<file path="src/rtl/smct_prefix.sv">
// ---------------------------------------------------------------------------
// smct_prefix
// log-depth inclusive prefix or over the cell match flags
// ---------------------------------------------------------------------------
`timescale 1ns / 1ps
`default_nettype none

module smct_prefix #(
    parameter int WIDTH = 64
) (
    input  wire  [WIDTH-1:0] bits,
    output logic [WIDTH-1:0] prefix
);

    localparam int LEVELS = $clog2(WIDTH);

    logic [LEVELS:0][WIDTH-1:0] stage;

    assign stage[0] = bits;

    for (genvar lvl = 0; lvl < LEVELS; lvl++)
    begin : g_level
        for (genvar j = 0; j < WIDTH; j++)
        begin : g_bit
            if (j >= (1 << lvl))
            begin : g_merge
                assign stage[lvl+1][j] = stage[lvl][j] | stage[lvl][j-(1<<lvl)];
            end
            else
            begin : g_pass
                assign stage[lvl+1][j] = stage[lvl][j];
            end
        end
    end

    assign prefix = stage[LEVELS];

endmodule

`default_nettype wire

</file>
<file path="config.mk">
export PLATFORM = sky130hd
export DESIGN_NAME = smct_prefix
export DESIGN_NICKNAME = d
export VERILOG_FILES = /design/src/rtl/smct_prefix.sv
export SDC_FILE = /design/constraint.sdc
export NUM_CORES = 1
export LEC_CHECK = 0
export BUFFER_PORTS_ARGS = -buffer_cell sky130_fd_sc_hd__buf_2
export CELL_PAD_IN_SITES_DETAIL_PLACEMENT = 1
export CELL_PAD_IN_SITES_GLOBAL_PLACEMENT = 2
export CORE_UTILIZATION = 10
export DETAILED_ROUTE_END_ITERATION = 10
export PLACE_DENSITY_LB_ADDON = 0.12
export SETUP_SLACK_MARGIN = 0.4
export SLEW_MARGIN = 20
export SYNTH_ARGS = -nofsm -noshare
export SYNTH_HDL_FRONTEND = slang
export SYNTH_SLANG_ARGS = --single-unit
</file>
<file path="constraint.sdc">
create_clock -name vclk -period 4.3
set_input_delay 0.215 -clock vclk [all_inputs]
set_output_delay 0.215 -clock vclk [all_outputs]
set_load 0.03 [all_outputs]
</file>
[Word-level counts from Yosys, hierarchy flattened]
Index checks and enable logic that the tools add are counted.
Cells by class
  add/sub/neg operators: 0
  multipliers: 0
  div/mod/pow operators: 0
  $lt $le $gt $ge: 0
  equality and inequality tests: 0
  shift-type cells: 0
  muxes and demuxes: 0
  bitwise operators: 321
  reductions and logical operators: 0
Operator list (count)
  $or A1 B1 Y1: 321
Word-level totals
  register bits: 0
  bits in latches: 0
  RAM bits: 0
  memory bits (read-only): 0
  word-level logic and storage cells: 321
  memories kept: 0

[Longest topological paths before layout]
  depth after elaboration: 6
  depth in mapped cells: 6
  gate-level depth less buffers: 5

[Least setup slack after synthesis]
Ideal clock, no wire load.
  kind: input -> output
  start point: input port bits[0]
  end point: output port prefix[41]
  data arrival time: 2.441 ns
  required time: 4.085 ns
  setup slack: 1.644 ns
  cell stages on the path: 5
  buffers on the path: 0
  cell sequence: or4_4 and4bb_2 nand4_1 or2_2 nand3b_1
On the way
  word-level cells in the longest chain between the ends: 3
Ends and longest elaborated chain
  start, declared: line 11  | input wire [WIDTH-1:0] bits,
  $or A1 B1 Y1 (3 in a row): line 27  | assign stage[lvl+1][j] = stage[lvl][j] | stage[lvl][j-(1<<lvl)];
  end, declared: line 12  | output logic [WIDTH-1:0] prefix
No other way between the ends.

[Worst setup path in the final report]
  start point: input port bits[0]
  end point: output port prefix[57]
On the way
  word-level cells in the longest chain between the ends: 4
Ends and longest elaborated chain (line)
  $or A1 B1 Y1 (4 in a row): 27
No other way between the ends.

==> impl_metrics.tcl <==
set metrics [dict create \
    synthTopCellsByArea "nand2_1 (10%), nor2_1 (9.1%), nor4_1 (8.1%), or2_2 (8.1%), nor3_1 (7.9%)" \
    stdcell_count 327 \
    cp-end-kind "primary output" \
    yosys.area_share.simple_pct 94.3 \
    timing.final.crit_share_pct 64.9 \
    grt_start_max_net_pins 14 \
    synth_most_common_cell "nand2_1" \
    crit_type "input pin to primary output" \
    grt_util_all_layers_pct 9.91 \
    initial_core_util_pct 10.3 \
    cts_hold_buf 0 \
    synth_top_area_share_pct 10.2 \
    hpwl_um 3550 \
    pre_cts_ws_ps 1430 \
    grt_first_pass_wirelength_um 6130 \
    ant_nets 0 \
    cts-resized-gates 0 \
    worstPathRequired_ps 4090 \
    path_max_fanout 13 \
    synth_warnings 0 \
    rsz0062_at_grt "no" \
    hold_class "input pin to primary output" \
    synthXorXnorAreaFrac_pct 0 \
    vdd_ir_drop_max_uv 9.36 \
    yosysUniqueCellTypes 25 \
    dp.cells 327 \
    finalCriticalPeriod_ps 2790 \
    synthCells 121 \
    vias 1355 \
    viasPerCell 4.14 \
    area_growth_pct 105 \
    nNetsFinal 313 \
    die-area_um2 7320 \
    gp_congestion 0.746 \
    seq_area_um2 0 \
    drt-initial-drc-count 21 \
    synth_top_family_by_area "simple AND/OR/NAND/NOR gates" \
    power_w 0.0000585 \
    core_um2 6760 \
    firstDrtPassIters 4 \
    crit_path_max_incr_delay_ps 740 \
    io_buffer_count 128 \
    seq_cell_count 0 \
    num_rows 30 \
    routed_wl_um 3880 \
    worst_pin_slew_ps 899 \
    finalWorstSetupSlack_ps 1510 \
    place_area_um2 1430 \
    yosysTopAreaCell "nand2_1" \
    grt_pass1_vias 1360 \
    clock.fmax_ghz 0.358 \
    syn_nets 185 \
    synthMuxAreaShare_pct 0 \
    yosys-top-cells-count "nand2_1 (19), nor2_1 (17), nor3_1 (11)" \
    num_antenna_cells 0 \
    crit_arrival_ps 2580 \
    synth_compound_area_share_pct 0 \
    ios 128 \
    maxCapViolCount 0 \
    finalSetupViolations 0 \
    grt_overflow 0 \
    die_w_um 85.6 \
    drc_errors 0 \
    finalMaxSlewViolations 0 \
    cp_cell_sequence "buf_2 -> or4_4 -> and4bb_2 -> nand4_4 -> nor2_1 -> nand4_1 -> buf_2" \
    critPathSlowestCell "nor2_1" \
    fin_area_um2 1430 \
    yosys.area_share.adder_pct 0 \
    wl_per_cell_um 11.9 \
    nClkBuffers 0 \
    outcome "complete, no violations" \
    postSynthAreaPerCell_um2 5.77 \
    ys_seq_area_share_pct 0 \
    post_cts_buffers 0 \
    hold_viol 0 \
    fin_setup_tns_ps 0 \
    grt_antenna_before_repair 0 \
    power_density_nw_per_um2 40.9 \
    crit_top_cell "buf_2" \
    synth_area_um2 698 \
    final_layout_size_suffix_gt1_share_pct 58.7 \
    critPathLaunchType "input pin" \
    timing.slew.headroom_pct 39.8 \
    fp.dieH_um 85.6 \
    p_leak_nw 0.524 \
]
stage by stage:
stage	hold WS (ps)	utilization [%]
after floorplan	562	-
after global placement	715	21.1
after detailed placement	717	21.1
after CTS	717	21.1
after global routing	729	21.1
final	715	21.1
routing by layer:
| layer | vias to the layer above | wire length [um] | global-route usage [%] |
|---|---|---|---|
| met4 | 0 | 27 | 0.606 |
| met3 | 2 | 374 | 1.83 |
| met5 | - | 0 | 0 |
| met1 | 589 | 1610 | 11.4 |
| li1 | 685 | - | - |
| met2 | 79 | 1860 | 19.6 |
placed cells by master (no fill, tap or decap):
cell type / count
and2_1: 2
and4bb_2: 2
buf_2: 128
buf_4: 1
inv_1: 6
nand2_1: 19
nand2b_1: 6
nand3_1: 10
nand3b_1: 6
nand4_1: 3
nand4_4: 1
nor2_1: 17
nor2b_1: 1
nor3_1: 11
nor3b_1: 1
nor3b_2: 1
nor4_1: 9
nor4_4: 1
nor4b_1: 2
or2_1: 1
or2_2: 9
or3_1: 7
or3_4: 1
or4_1: 1
or4_4: 1
kinds of logic after synthesis:
logic type | Yosys count
simple gates | 112
buf+inv | 9
worst max-delay path, delay by kind of cell:
family        cells  cell delay (ps)
buf+inv           2              340
simple gates      5             2010
power breakdown:
part	internal [W]	switching, W	leakage [nW]
registers	0	0	0
logic	0.0000292	0.0000293	0.524
clock network	0	0	0
total	0.0000292	0.0000293	0.524
final timing paths:
kind | to | depth (start not counted) | from | slack, ps
setup / recovery | prefix[57] | 7 | bits[0] | 1510
hold / removal | prefix[0] | 2 | bits[0] | 720
area by class of cell:
| type | instances | area [um2] |
|---|---|---|
| timing repair buffer | 129 | 648 |
| inverter | 6 | 22.5 |
| tap | 80 | 100 |
| fill | 892 | 5330 |
| multi-input combinational | 112 | 658 |
(Power assumes the default switching activity.)
