**src/rtl/smct_pkg.sv**
```systemverilog
// ---------------------------------------------------------------------------
// smct_pkg
// shared types and codes for the sparse matrix coordinate table
// ---------------------------------------------------------------------------
`timescale 1ns / 1ps
`default_nettype none

package smct_pkg;

    // command codes
    localparam logic [1:0] CMD_INSERT = 2'd0;
    localparam logic [1:0] CMD_DELETE = 2'd1;
    localparam logic [1:0] CMD_LOOKUP = 2'd2;

    typedef enum logic
    {
        ST_IDLE,
        ST_EXEC
    } state_t;

    typedef struct packed
    {
        logic [1:0]         command;
        logic [15:0]        row_index;
        logic [15:0]        column_index;
        logic signed [31:0] entry_value;
    } request_t;

    typedef struct packed
    {
        logic signed [31:0] read_value;
        logic               found;
        logic               full_error;
        logic [6:0]         entry_count;
    } response_t;

    // per-cell control
    typedef struct packed
    {
        logic compare;
        logic shift;
        logic load;
    } cell_ctrl_t;

endpackage

`default_nettype wire

```
**src/rtl/smct_cell.sv**
```systemverilog
// ---------------------------------------------------------------------------
// smct_cell
// one table slot: holds an entry, compares it to the key, shifts or loads
// ---------------------------------------------------------------------------
`timescale 1ns / 1ps
`default_nettype none

module smct_cell #(
    parameter int COORD_BITS = 16,
    parameter int VALUE_BITS = 32
) (
    input  wire                          clk,
    input  wire  smct_pkg::cell_ctrl_t   ctrl,
    input  wire                          occupied,
    input  wire        [COORD_BITS-1:0]  key_row,
    input  wire        [COORD_BITS-1:0]  key_col,
    input  wire        [COORD_BITS-1:0]  new_row,
    input  wire        [COORD_BITS-1:0]  new_col,
    input  wire        [VALUE_BITS-1:0]  new_value,
    input  wire        [COORD_BITS-1:0]  next_row,
    input  wire        [COORD_BITS-1:0]  next_col,
    input  wire        [VALUE_BITS-1:0]  next_value,
    output logic       [COORD_BITS-1:0]  row,
    output logic       [COORD_BITS-1:0]  col,
    output logic       [VALUE_BITS-1:0]  value,
    output logic                         match
);

    logic [COORD_BITS-1:0] row_reg, row_next;
    logic [COORD_BITS-1:0] col_reg, col_next;
    logic [VALUE_BITS-1:0] value_reg, value_next;
    logic                  match_reg, match_next;

    always_comb
    begin
        row_next   = row_reg;
        col_next   = col_reg;
        value_next = value_reg;
        if (ctrl.load)
        begin
            row_next   = new_row;
            col_next   = new_col;
            value_next = new_value;
        end
        else if (ctrl.shift)
        begin
            // take the younger neighbor's entry
            row_next   = next_row;
            col_next   = next_col;
            value_next = next_value;
        end
        match_next = match_reg;
        if (ctrl.compare)
        begin
            match_next = occupied && (row_reg == key_row) && (col_reg == key_col);
        end
    end

    always_ff @(posedge clk)
    begin
        row_reg   <= row_next;
        col_reg   <= col_next;
        value_reg <= value_next;
        match_reg <= match_next;
    end

    assign row   = row_reg;
    assign col   = col_reg;
    assign value = value_reg;
    assign match = match_reg;

endmodule

`default_nettype wire

```
**config.mk**
```make
export PLATFORM = sky130hd
export DESIGN_NAME = smct_cell
export DESIGN_NICKNAME = d
export VERILOG_FILES = /design/src/rtl/smct_pkg.sv /design/src/rtl/smct_cell.sv
export SDC_FILE = /design/constraint.sdc
export NUM_CORES = 1
export LEC_CHECK = 0
export BUFFER_PORTS_ARGS = -buffer_cell sky130_fd_sc_hd__buf_2
export CAP_MARGIN = 20
export CORE_ASPECT_RATIO = 1.25
export CORE_MARGIN = 2
export CORE_UTILIZATION = 30
export CTS_CLUSTER_SIZE = 30
export DETAILED_ROUTE_END_ITERATION = 12
export PLACE_DENSITY = 0.68
export SLEW_MARGIN = 20
export SYNTH_ARGS = -nofsm -noshare
export SYNTH_HDL_FRONTEND = slang
export SYNTH_SLANG_ARGS = --single-unit
```
**constraint.sdc**
```tcl
create_clock -name clk -period 4.9 [get_ports clk]
set_clock_uncertainty 0.1 [all_clocks]
set_input_delay 0.245 -clock clk [delete_from_list [all_inputs] [get_ports clk]]
set_output_delay 0.245 -clock clk [all_outputs]
set_load 0.01 [all_outputs]
```
* After elaboration in Yosys (flattened, before gate mapping)
Index checks and enable logic that the tools add are counted.
Cells by class: eq/ne operators 2, multiplexer cells 6, reduce and logical (&&, ||, !) cells 3
Operator list (number):
- $mux 16 | 4
- $mux 32 | 2
- $eq 16x16->1 | 2
- $logic_and 1x1->1 | 2
- $reduce_bool 2->1 | 1
Word-level totals: register bits 65, bits of input ports 165, output and inout port bits 65, logic and storage cells 15

* Logic depth before layout (Yosys ltp)
depth in word-level cells 3, gate-level depth with buffers 4, gate-level depth less buffers 4

* Least setup slack after synthesis
OpenSTA, ideal clock, no wires.
path type input-to-reg, start input ctrl[0] (netlist name), end register col_reg[0], in the netlist col[0], enable pin, library setup time 0.394 ns, data arrival time 1.460 ns, data required time 4.406 ns, setup slack 2.946 ns, stages 3, path buffers 2, path through buf_2 -> buf_4 -> or2_2
Between the ends: cells in the longest elaborated chain, start to end 1
RTL lines:
- start: declaration | line smct_cell.sv:13 | input wire smct_pkg::cell_ctrl_t ctrl,
- $reduce_bool 2->1 (no line)
- end signal: assignment | line smct_cell.sv:62 | col_reg <= col_next;
- end: declaration | line smct_cell.sv:30 | logic [COORD_BITS-1:0] col_reg, col_next;
Every way passes these cells. A chain may end at the register's enable or synchronous reset.

* Worst setup path in the final report
start input ctrl[0] (netlist name), end register value_reg[28], in the netlist value[28], enable pin
Between the ends: cells in the longest elaborated chain, start to end 1
RTL lines:
- $reduce_bool 2->1 (no line)
- end signal: assignment | line smct_cell.sv:63 | value_reg <= value_next;
- end: declaration | line smct_cell.sv:31 | logic [VALUE_BITS-1:0] value_reg, value_next;
Every way passes these cells.

==> flow_metrics.tcl <==
set metrics [dict create \
    outcome "finished, final reports clean" \
    synth-seq-cells 65 \
    fill_cells 950 \
    fp.dieW_um 94.65 \
    setup_viol 0 \
    core_um2 10050 \
    min-delay-start "ctrl[2]" \
    cts.clk_slew.worst_paths_ns 0.05 \
    min_path_cells 1 \
    crit_path_max_fanout 65 \
    start_util_pct 30.65 \
    largest_reg_flops 32 \
    grt_first_pass_wirelength_mm 11.63 \
    grt_pass1_vias 2463 \
    antenna_found_initial 0 \
    timing.slew.headroom_pct 46.21 \
    vdd_drop_max_mv 0.2319 \
    final_max_slew_viol_count 0 \
    wl_per_cell_um 14.09 \
    finalPower_mw 1.629 \
    cts_tree "built" \
    r2r-start "col[15]$_DFFE_PP_" \
    synthTopCellsByCount "edfxtp_1, mux2_2, xor2_1" \
    hpwl_mm 6.027 \
    pwr-share-seq_pct 43.8 \
    fin_nets 581 \
    crit_slowest_cell "buf_4" \
    p_switching_mw 0.3630 \
    worstHoldPathType "input pin to register" \
    ctsRootBufferMaster "clkbuf_16" \
    synth.distinct_cells 12 \
    grt_util_all_layers_pct 13.61 \
    clkSinkCount 65 \
    r2r_slack_ns 3.22 \
    power.internal_mw 1.266 \
    clockBufferDepth 2 \
    critPathMostFrequentCell "buf_4" \
    synth_edf_count 65 \
    syn_to_final_growth_pct 51.48 \
    routed_via_density 4.380 \
    yosysTopAreaCell "edfxtp_1" \
    numPortBuffers 229 \
    critical_path_class "input pin to register" \
    p_comb_share_pct 15.9 \
    pin_count 230 \
    p_clk_share_pct 40.3 \
    rsz0062_at_grt "false" \
    p_sw_share_pct 22.28 \
    place_congestion 0.7417 \
    grt.overflow.total 0 \
    wl_mm 7.747 \
    endpoint_kind "register" \
    grt_max_degree 66 \
    antenna_cells 0 \
    syn_area_per_cell_um2 17.03 \
    drc 0 \
    syn_inst 181 \
    htreeDepth 3 \
    power.density_nw_per_um2 349.0 \
    hold_end "match$_DFFE_PP_" \
    synth_fp_nets 346 \
    drt_pre_antenna_iters 4 \
    synth_area_um2 3082 \
    worstReg2RegEnd "match$_DFFE_PP_" \
    cp-start-kind "input pin" \
    dieArea_um2 11100 \
    synth_top_area_share_pct 63.34 \
    finalHoldViolCount 0 \
    drv_cap 0 \
    required_ns 4.74 \
    post_cts_buffers 0 \
    layout-drive-gt1-share_pct 73.63 \
    synth_area_leaders "edfxtp_1, mux2_2, xor2_1" \
    vias 2409 \
    cts.repair.resized 0 \
    fmax_mhz 499.8 \
    hold_buffers 0 \
    cp_slowest_stage_delay_ns 0.64 \
    path_cells "buf_2 -> buf_4 -> or2_2 -> buf_4" \
    synth_seq_area_share_pct 63.34 \
    initialDrtViolationCount 57 \
    cts_buffers 9 \
    setup_tns_ns 0 \
    synth_warnings 0 \
    async_flop_share_pct 0 \
    dieHeight_um 117.3 \
    insertion_delay_ns 0.31 \
    worstMarginPinSlew_ns 0.8069 \
    drt.antenna.violating_nets 0 \
    row_count 41 \
    fin_crit_sh_pct 40.83 \
    critPathArrivalTime_ns 1.84 \
    reg2regPathDepth 4 \
    cellLeakagePower_nw 2.110 \
    min_period_ns 2.001 \
    synth-main-ff-cell "edfxtp_1" \
    yosys.cell_count.top_type "edfxtp_1" \
]
==> worst max path at each step <==
stage	from	end	slack (ns)	cells after the start
4_1_cts	ctrl[0]	col[8]$_DFFE_PP_	2.86	4
6_report	ctrl[0]	value[28]$_DFFE_PP_	2.90	4
2_1_floorplan	ctrl[0]	col[0]$_DFFE_PP_	2.95	3
3_5_place_dp	ctrl[0]	col[15]$_DFFE_PP_	2.52	4
5_1_grt	ctrl[0]	col[8]$_DFFE_PP_	2.71	4
3_3_place_gp	ctrl[0]	value[21]$_DFFE_PP_	2.60	4
==> through the flow <==
stage               instance area (µm²)  cells  util (%)  setup WS (ns)  hold WS (ns)
detailed placement                 4357    534     43.33          2.515        0.3485
global route                       4668    550     46.43          2.714       0.02017
finish                             4668    550     46.43          2.899       0.03359
global placement                   4357    534     43.33          2.598        0.3467
floorplan                          3082    181         -          2.946        0.2575
CTS                                4668    550     46.43          2.860       0.01769
==> critical path: cells and delay by family <==
kind / cells / cell delay, ns
buffers and inverters: 3 / 1.33
AND/OR/NAND/NOR: 1 / 0.23
==> area by class of cell <==
type                            instances  area [µm²]  share of cell area (%)
Timing Repair Buffer                  231        1161                   24.87
Multi-Input combinational cell        109        1082                   23.18
Clock inverter                          6       82.58                   1.769
Clock buffer                           10       229.0                   4.905
Tap cell                              129       161.4                   3.458
Sequential cell                        65        1952                   41.81
==> power groups by stage <==
stage	Combinational, mW	Sequential [mW]	Clock [mW]
after floorplan	0.0893	0.754	0
final	0.258	0.714	0.657
after detailed placement	0.262	0.726	0
after global routing	0.284	0.720	0.704
after global placement	0.257	0.724	0
after CTS	0.263	0.715	0.677
==> placed cells by master (no fill, tap or decap) <==
cell / n
buf_2: 229
buf_4: 2
bufinv_16: 2
clkbuf_1: 1
clkbuf_16: 9
clkinv_1: 2
clkinvlp_4: 2
edfxtp_1: 65
mux2_2: 64
nand3_1: 2
nand4_1: 1
nor3_1: 1
nor3_2: 1
nor4_1: 7
or2_2: 1
xnor2_1: 1
xor2_1: 31
==> layer usage <==
| layer | up-vias | wire length, µm | GRT usage (%) |
|---|---|---|---|
| li1 | 1160 | - | - |
| met1 | 1106 | 2654 | 13.60 |
| met2 | 126 | 4192 | 25.40 |
| met3 | 17 | 733 | 4.689 |
| met4 | 0 | 167 | 4.620 |
| met5 | - | 0 | 0 |
==> kinds of logic after synthesis <==
kind of cell,count (synthesis),share of synthesized area (%)
flops,65,63.34
mux,64,23.39
xor+xnor,32,9.095
simple gates,13,2.639
buf+inv,7,1.543
No activity file was read; power rests on OpenSTA's default activity.
